<file path="config.mk">
export PLATFORM = sky130hd
export DESIGN_NAME = cau_div_cell
export DESIGN_NICKNAME = d
export VERILOG_FILES = /design/src/sv/cau_pkg.sv /design/src/sv/cau_div_cell.sv
export SDC_FILE = /design/constraint.sdc
export NUM_CORES = 1
export LEC_CHECK = 0
export BUFFER_PORTS_ARGS = -buffer_cell sky130_fd_sc_hd__buf_2
export CAP_MARGIN = 20
export CORE_AREA = 2 2 162 164
export DETAILED_ROUTE_END_ITERATION = 12
export DIE_AREA = 0 0 164 166
export PLACE_DENSITY = 0.74
export SLEW_MARGIN = 10
export SYNTH_ARGS = -nofsm -noshare
export SYNTH_HDL_FRONTEND = slang
export SYNTH_SLANG_ARGS = --single-unit
</file>
<file path="constraint.sdc">
create_clock -name clock -period 5.6 [get_ports clock]
set_input_delay 0.56 -clock clock [delete_from_list [all_inputs] [get_ports clock]]
set_output_delay 0.56 -clock clock [all_outputs]
set_load 0.01 [all_outputs]
</file>
<file path="src/sv/cau_pkg.sv">
// ----------------------------------------------------------------------------
// Complex arithmetic unit package
// Shared constants, operation codes and the control word that travels along
// the divider chain.
// ----------------------------------------------------------------------------
package cau_pkg;

   localparam int CAU_WIDTH     = 16;
   localparam int CAU_FRAC_BITS = 8;
   localparam int CAU_CMD_W     = 3;

   localparam logic [CAU_CMD_W-1:0] CMD_ADD = 3'd0;
   localparam logic [CAU_CMD_W-1:0] CMD_SUB = 3'd1;
   localparam logic [CAU_CMD_W-1:0] CMD_MUL = 3'd2;
   localparam logic [CAU_CMD_W-1:0] CMD_DIV = 3'd3;
   localparam logic [CAU_CMD_W-1:0] CMD_EQ  = 3'd4;

   typedef struct packed {
      logic valid;
      logic is_div;
      logic dz;
      logic eq;
      logic sat;
      logic neg_re;
      logic neg_im;
      logic ovf_re;
      logic ovf_im;
   } cau_ctl_type;

endpackage

</file>
<file path="src/sv/cau_div_cell.sv">
// ----------------------------------------------------------------------------
// Complex arithmetic unit divider cell
// One restoring division step for the real and imaginary lanes; produces one
// quotient bit per lane and hands everything on to the next cell.
// ----------------------------------------------------------------------------
module cau_div_cell #(
   parameter int WIDTH = cau_pkg::CAU_WIDTH
) (
   input  logic                  clock,
   input  logic                  reset,
   input  logic                  adv,
   input  cau_pkg::cau_ctl_type  ctl_i,
   input  logic [WIDTH-1:0]      side_re_i,
   input  logic [WIDTH-1:0]      side_im_i,
   input  logic [2*WIDTH-1:0]    den_i,
   input  logic [2*WIDTH-1:0]    rem_re_i,
   input  logic [2*WIDTH-1:0]    rem_im_i,
   input  logic [WIDTH:0]        nl_re_i,
   input  logic [WIDTH:0]        nl_im_i,
   input  logic [WIDTH:0]        q_re_i,
   input  logic [WIDTH:0]        q_im_i,
   output cau_pkg::cau_ctl_type  ctl_o,
   output logic [WIDTH-1:0]      side_re_o,
   output logic [WIDTH-1:0]      side_im_o,
   output logic [2*WIDTH-1:0]    den_o,
   output logic [2*WIDTH-1:0]    rem_re_o,
   output logic [2*WIDTH-1:0]    rem_im_o,
   output logic [WIDTH:0]        nl_re_o,
   output logic [WIDTH:0]        nl_im_o,
   output logic [WIDTH:0]        q_re_o,
   output logic [WIDTH:0]        q_im_o
);
   import cau_pkg::*;

   localparam int DW = 2 * WIDTH;
   localparam int QB = WIDTH + 1;

   cau_ctl_type     ctl_ff;
   logic [WIDTH-1:0] side_re_ff, side_im_ff;
   logic [DW-1:0]   den_ff, rem_re_ff, rem_re_in, rem_im_ff, rem_im_in;
   logic [QB-1:0]   nl_re_ff, nl_im_ff, q_re_ff, q_re_in, q_im_ff, q_im_in;
   logic [DW:0]     t_re, t_im;
   logic            ge_re, ge_im;

   always_comb begin
      // Bring down the next numerator bit and try the subtraction.
      t_re      = {rem_re_i, nl_re_i[QB-1]};
      t_im      = {rem_im_i, nl_im_i[QB-1]};
      ge_re     = t_re >= {1'b0, den_i};
      ge_im     = t_im >= {1'b0, den_i};
      rem_re_in = ge_re ? DW'(t_re - {1'b0, den_i}) : t_re[DW-1:0];
      rem_im_in = ge_im ? DW'(t_im - {1'b0, den_i}) : t_im[DW-1:0];
      q_re_in   = {q_re_i[QB-2:0], ge_re};
      q_im_in   = {q_im_i[QB-2:0], ge_im};
   end

   always_ff @(posedge clock) begin
      if (reset) begin
         ctl_ff <= '0;
      end else if (adv) begin
         ctl_ff <= ctl_i;
      end
      if (adv) begin
         side_re_ff <= side_re_i;
         side_im_ff <= side_im_i;
         den_ff     <= den_i;
         rem_re_ff  <= rem_re_in;
         rem_im_ff  <= rem_im_in;
         nl_re_ff   <= nl_re_i << 1;
         nl_im_ff   <= nl_im_i << 1;
         q_re_ff    <= q_re_in;
         q_im_ff    <= q_im_in;
      end
   end

   assign ctl_o     = ctl_ff;
   assign side_re_o = side_re_ff;
   assign side_im_o = side_im_ff;
   assign den_o     = den_ff;
   assign rem_re_o  = rem_re_ff;
   assign rem_im_o  = rem_im_ff;
   assign nl_re_o   = nl_re_ff;
   assign nl_im_o   = nl_im_ff;
   assign q_re_o    = q_re_ff;
   assign q_im_o    = q_im_ff;

endmodule
</file>
==> results of run 1 <==
[report_power, final]
part / switching (mW) / total, mW / internal, mW
combinational: 0.547 / 0.940 / 0.393
clock: 0.613 / 1.43 / 0.814
sequential: 0.0421 / 1.90 / 1.86
total: 1.20 / 4.27 / 3.07
[worst max-delay path: cells and delay by family]
family	cells	cell delay, ns
AOI/OAI and AO/OA	6	1.63
buffers and inverters	3	0.71
muxes	1	0.40
adders and majority gates	1	0.36
and+or+nand+nor	1	0.27
[per-stage QoR]
stage | hold slack [ns] | cell area (um^2) | utilization | std cells
floorplan | 0.5316 | 10550 | - | 860
global placement | 0.4703 | 12920 | 0.5044 | 1579
detailed placement | 0.4772 | 12920 | 0.5044 | 1579
CTS | 0.1972 | 13630 | 0.5319 | 1619
global route | 0.1990 | 13630 | 0.5321 | 1621
finish | 0.2242 | 13630 | 0.5322 | 1622
[cell type report]
type	count	share of cell area
flip-flops and latches	203	0.4405
multi-input cells	576	0.3086
repair buffers	414	0.1537
clock buffers	27	0.04405
well taps	335	0.03075
inverters	51	0.01404
clock inverters	13	0.007709
diodes	3	0.0005507
[placed cells by master, fill, tap and decap left out, types with 15 or more instances in the layout]
cell type                   netlist  routed
sky130_fd_sc_hd__a21o_1          30      30
sky130_fd_sc_hd__xnor2_1         31      31
sky130_fd_sc_hd__a21oi_1         49      49
sky130_fd_sc_hd__edfxtp_1       194     194
sky130_fd_sc_hd__inv_1           51      51
sky130_fd_sc_hd__ha_1            64      64
sky130_fd_sc_hd__o21ai_0         46      46
sky130_fd_sc_hd__xor2_1          20      20
sky130_fd_sc_hd__mux2_1          26      26
sky130_fd_sc_hd__nand2_1         76      76
sky130_fd_sc_hd__buf_2            2     407
sky130_fd_sc_hd__nor2_1          39      39
sky130_fd_sc_hd__clkbuf_16        0      23
sky130_fd_sc_hd__nand3_1         15      15
[cell families (layout without fill, tap and decap cells)]
group / Yosys count / count (layout)
compound gates: 214 / 214
flops: 203 / 203
simple gates: 198 / 198
buf+inv: 81 / 505
fa+ha+maj: 66 / 66
xor+xnor: 51 / 51
mux: 45 / 45
other cells: 1 / 5
[state kept, by name, indices dropped and copies added, names as in the netlist]
signal,flops
rem_re_o,32
q_im_o,17
nl_im_o,16
nl_re_o,16
rem_im_o,32
den_o,32
q_re_o,17
side_re_o,16
side_im_o,16
ctl_o,9
[layer usage]
| metal | vias to the layer above | wire (um) | track usage |
|---|---|---|---|
| met1 | 3932 | 11540 | 0.2371 |
| met2 | 326 | 16020 | 0.4045 |
| met3 | 64 | 2563 | 0.05569 |
| met4 | 2 | 1008 | 0.07628 |
| met5 | - | 8 | 0 |
| li1 | 4048 | - | - |
[worst max path at each step]
stage | slack (ns) | startpoint | to | cells past startpoint
3_3_place_gp | 1.33 | den_i[12] | rem_im_o[24] | 13
3_5_place_dp | 1.27 | den_i[14] | rem_im_o[15] | 13
4_1_cts | 1.83 | den_i[13] | rem_im_o[15] | 13
2_1_floorplan | 2.34 | den_i[13] | rem_im_o[26] | 13
5_1_grt | 1.68 | den_i[11] | rem_im_o[21] | 13
6_report | 1.91 | den_i[6] | rem_re_o[17] | 12
==> impl_metrics.env, run 1 <==
export IMPL_detail_route_drc_violations=0
export IMPL_fin_crit_ns=3.694
export IMPL_finalSetupViolations=0
export IMPL_tritoncts_num_buffers=23
export IMPL_post_layout_total_power_mw=4.268
export IMPL_simple_gate_portion_of_the_synthesized_area=0.09027
export IMPL_multiInputGateArea_um2=4208
export IMPL_cp_max_fo=61
export IMPL_cts_sinks=203
export IMPL_io_pins=413
export IMPL_postCtsSetupBuffers=0
export IMPL_totalNegativeSetupSlack_ns=0
export IMPL_postRouteAntennaNets=0
export IMPL_fin_skew_ns=0
export IMPL_number_of_antenna_violations_at_the_first_check_in_global_routing=4
export IMPL_power_ir_vdd_worst_v=0.0002443
export IMPL_area_of_the_core_um2=25620
export IMPL_path_cells="buf_2 -> inv_1 -> ha_1 -> a211o_1 -> a21oi_1 -> and4bb_2 -> o21bai_2 -> o2111ai_1 -> a311oi_2 -> o32ai_4 -> buf_4 -> mux2_2"
export IMPL_synth_warnings=0
export IMPL_drt_wirelength_per_cell_um=19.19
export IMPL_via_count=8372
export IMPL_post_synth_num_cell_types=78
export IMPL_row_count=59
export IMPL_synth_xor_area_frac=0.04235
export IMPL_synth_edf_count=194
export IMPL_first_pass_iters=5
export IMPL_tightest_slew_ns=0.8563
export IMPL_grt_start_max_net_pins=87
export IMPL_cts_hold_buf=0
export IMPL_synth_top_cell_area_share=0.5523
export IMPL_r2r_setup_slack_ns=4.98
export IMPL_synth_most_common_cell="sky130_fd_sc_hd__edfxtp_1"
export IMPL_syn_mean_instance_area_um2=12.28
export IMPL_setup_repair_after_global_routing_missed_its_margin="false"
export IMPL_final_hold_viol_count=0
export IMPL_setup_ws_ns=1.906
export IMPL_h_tree_depth=1
export IMPL_critPathCaptureType="flip-flop"
export IMPL_synth_sequential_area_ratio=0.5694
export IMPL_filler_cell_count=2227
export IMPL_synthMuxAreaShare=0.04650
export IMPL_hold_path_depth=1
export IMPL_synth_compound_area_frac=0.1394
export IMPL_post_synth_inst_count=859
export IMPL_total_standard_cell_area_after_synthesis_um2=10550
export IMPL_nets=1543
export IMPL_synth_largest_area_cell="sky130_fd_sc_hd__edfxtp_1"
export IMPL_gr_total_overflow=0
export IMPL_period_utilization=0.6596
export IMPL_grt_pass1_vias=8336
export IMPL_timing_max_cap_violations=0
export IMPL_area_growth_synth_to_final_pct=29.25
export IMPL_floorplan_die_height_um=166
export IMPL_max_freq_mhz=270.7
export IMPL_required_time_reported_for_the_critical_path_endpoint_ns=5.86
export IMPL_timing_rr_end="ctl_o[4]"
export IMPL_setup_worst_path_start_class="primary input"
export IMPL_cts_repair_resize_count=0
export IMPL_grt_first_pass_wirelength_mm=45.71
export IMPL_synth_ff_latch_count=203
export IMPL_reg2reg_from="ctl_o[4]"
export IMPL_synth_common_cells="sky130_fd_sc_hd__edfxtp_1, sky130_fd_sc_hd__nand2_1, sky130_fd_sc_hd__ha_1"
export IMPL_post_drt_via_cell_ratio=5.162
export IMPL_clk_path_buf_depth=3
export IMPL_hold_class="in -> reg"
export IMPL_die_w_um=164
export IMPL_timing_critical_path_slowest_cell_delay_ns=0.55
export IMPL_cp_arrival_ns=3.95
export IMPL_regArea_um2=6006
export IMPL_power_per_cell_area_nw_per_um2=313.1
export IMPL_synth_top_family_by_area="compound AO/OA/AOI/OAI gates"
export IMPL_worst_r2r_path_depth=2
export IMPL_grt_util_all_layers=0.2178
export IMPL_tritoncts="built"
export IMPL_worstHoldStart="side_re_i[14]"
export IMPL_holdPathEnd="side_re_o[14]"
export IMPL_clk_pin_slew_worst_paths_ns=0.06
export IMPL_synthFlopType="sky130_fd_sc_hd__edfxtp_1"
export IMPL_initial_core_util=0.4118
export IMPL_async_reset_ff_frac=0
export IMPL_clock_tree_root_cell="sky130_fd_sc_hd__clkbuf_16"
export IMPL_critPathKind="in -> reg"
export IMPL_dp_worst_setup_slack_ns=1.274
export IMPL_slew_viol_final=0
export IMPL_drive_gt1_frac=0.3684
export IMPL_timing_max_slew_rel_slack=0.4291
export IMPL_crit_path_max_delay_cell_type="sky130_fd_sc_hd__buf_4"
export IMPL_power_static_leakage_nw=6.079
export IMPL_die_area_um2=27220
export IMPL_routed_wirelength_mm=31.13
export IMPL_post_synth_main_area_contributors="sky130_fd_sc_hd__edfxtp_1, sky130_fd_sc_hd__ha_1, sky130_fd_sc_hd__mux2_1"
export IMPL_outcome="finished, final reports clean"
export IMPL_dpl_hpwl_mm=24.69
export IMPL_yosys_area_share_adder=0.07972
export IMPL_gpl_final_weighted_congestion=0.8715
export IMPL_drtIter0Drc=543
export IMPL_latest_clock_arrival_within_the_worst_skew_pair_ns=0.51
export IMPL_port_buffers=408
(Power assumes the default switching activity.)
==> inputs of run 2 (changes only) <==
==> constraint.sdc (replaced) <==
create_clock -name clock -period 3.4 [get_ports clock]
set_input_delay 0.34 -clock clock [delete_from_list [all_inputs] [get_ports clock]]
set_output_delay 0.34 -clock clock [all_outputs]
set_load 0.01 [all_outputs]
==> run 2 against run 1 <==
Global-route usage up 2.7 points; first-iteration DRC count up 8.7%; critical path depth up 1; cell area up 14%; hold slack worse by 0.20 ns; die area unchanged; final cell count up 11%; sequential power up 65%; routed wire length up 11%; setup slack worse by 1.8 ns.
==> impl_metrics.env, run 2 (same netlist as run 1, synthesis figures left out) <==
export IMPL_outcome="finished, final reports clean"
export IMPL_tritoncts="built"
export IMPL_drive_gt1_frac=0.3727
export IMPL_grt_first_pass_wirelength_mm=51.54
export IMPL_dpl_hpwl_mm=25.30
export IMPL_multiInputGateArea_um2=4240
export IMPL_die_area_um2=27220
export IMPL_routed_wirelength_mm=34.57
export IMPL_timing_max_slew_rel_slack=0.6244
export IMPL_detail_route_drc_violations=0
export IMPL_gpl_final_weighted_congestion=0.8758
export IMPL_clock_tree_root_cell="sky130_fd_sc_hd__clkbuf_16"
export IMPL_required_time_reported_for_the_critical_path_endpoint_ns=3.67
export IMPL_reg2reg_from="ctl_o[8]"
export IMPL_nets=1723
export IMPL_floorplan_die_height_um=166
export IMPL_layout_commonest_cell="sky130_fd_sc_hd__buf_2"
export IMPL_io_pins=413
export IMPL_cts_sinks=203
export IMPL_tightest_slew_ns=0.5634
export IMPL_port_buffers=408
export IMPL_finalSetupViolations=0
export IMPL_setup_repair_after_global_routing_missed_its_margin="false"
export IMPL_power_per_cell_area_nw_per_um2=491.4
export IMPL_post_layout_total_power_mw=7.622
export IMPL_row_count=59
export IMPL_fin_skew_ns=0
export IMPL_crit_start="den_i[20]"
export IMPL_cp_arrival_ns=3.55
export IMPL_drtIter0Drc=590
export IMPL_latest_clock_arrival_within_the_worst_skew_pair_ns=0.51
export IMPL_power_ir_vdd_worst_v=0.0003191
export IMPL_hold_class="in -> reg"
export IMPL_regArea_um2=6006
export IMPL_grt_pass1_vias=9526
export IMPL_area_of_the_core_um2=25620
export IMPL_clk_path_buf_depth=3
export IMPL_gr_total_overflow=0
export IMPL_die_w_um=164
export IMPL_tritoncts_num_buffers=23
export IMPL_most_common_layout_cells="sky130_fd_sc_hd__buf_2, sky130_fd_sc_hd__edfxtp_1, sky130_fd_sc_hd__dlygate4sd3_1"
export IMPL_area_growth_synth_to_final_pct=47.03
export IMPL_timing_max_cap_violations=0
export IMPL_slew_viol_final=0
export IMPL_fin_util=0.6054
export IMPL_power_static_leakage_nw=6.964
export IMPL_filler_cell_count=2032
export IMPL_initial_core_util=0.4118
export IMPL_via_count=9214
export IMPL_critPathKind="in -> reg"
export IMPL_clk_pin_slew_worst_paths_ns=0.06
export IMPL_setup_worst_path_start_class="primary input"
export IMPL_post_drt_via_cell_ratio=5.102
export IMPL_h_tree_depth=1
export IMPL_max_freq_mhz=304.6
export IMPL_period_utilization=0.9657
export IMPL_grt_util_all_layers=0.2444
export IMPL_number_of_antenna_violations_at_the_first_check_in_global_routing=8
export IMPL_drt_wirelength_per_cell_um=19.14
export IMPL_worstHoldStart="den_i[15]"
export IMPL_cp_max_fo=17
export IMPL_postRouteAntennaNets=0
export IMPL_grt_start_max_net_pins=87
export IMPL_final_hold_viol_count=0
export IMPL_critPathCaptureType="flip-flop"
export IMPL_fin_crit_ns=3.283
export IMPL_first_pass_iters=6
==> run 2: where the power goes <==
part	internal (mW)	switching, mW	total (mW)
Sequential	3.06	0.0778	3.14
Combinational	0.837	0.967	1.80
Clock	1.67	1.01	2.68
==> run 2: worst max-delay path: stages <==
cell and delay (ns):
sky130_fd_sc_hd__dlygate4sd3_1 0.54, sky130_fd_sc_hd__buf_2 0.13, sky130_fd_sc_hd__inv_1 0.09, sky130_fd_sc_hd__ha_2 0.33, sky130_fd_sc_hd__a211oi_1 0.24, sky130_fd_sc_hd__o21ai_0 0.12
sky130_fd_sc_hd__a21o_1 0.18, sky130_fd_sc_hd__a22o_1 0.23, sky130_fd_sc_hd__a221oi_4 0.38, sky130_fd_sc_hd__a311oi_2 0.20, sky130_fd_sc_hd__o32ai_4 0.20, sky130_fd_sc_hd__buf_12 0.21
sky130_fd_sc_hd__mux2_2 0.35
==> run 2: per-layer routing <==
layer	track usage	part of all wire
met1	0.2690	0.37
met2	0.4523	0.52
met3	0.04795	0.071
met4	0.1037	0.042
met5	0	0.00029
==> run 2: final timing paths <==
path	cells past startpoint	endpoint	slack, ns
max reg2reg	2	ctl_o[8]	2.75
min	1	den_o[15]	0.02
max	13	rem_re_o[17]	0.12
min reg2reg	2	ctl_o[5]	0.50
==> run 2: stage by stage <==
| step | area [um^2] | setup slack (ns) | setup TNS (ns) | cells | hold slack [ns] |
|---|---|---|---|---|---|
| 2_1_floorplan | 10550 | 0.3623 | 0 | 860 | 0.4389 |
| 5_1_grt | 15510 | 0.005856 | 0 | 1805 | 0.004527 |
| 6_report | 15510 | 0.1168 | 0 | 1806 | 0.02272 |
| 3_5_place_dp | 13530 | -0.1691 | -2.333 | 1647 | 0.4884 |
| 4_1_cts | 15460 | 0.05885 | 0 | 1800 | 0.00009054 |
| 3_3_place_gp | 13530 | -0.1634 | -1.779 | 1647 | 0.4700 |
==> run 2: repair_timing <==
item	in CTS	in global routing
hold buffers	112	0
gates resized for setup	0	8
buffers inserted	0	0
hold endpoints to repair	112	0
endpoints found under the setup margin	0	26
==> run 2: layout make-up <==
cell class                 count  area share
timing repair buffer         594      0.2468
multi-input combinational    576      0.2734
clock buffer                  30     0.04010
clock inverter                11     0.01210
tap                          335     0.02703
sequential                   203      0.3873
inverter                      51     0.01234
antenna                        6   0.0009681
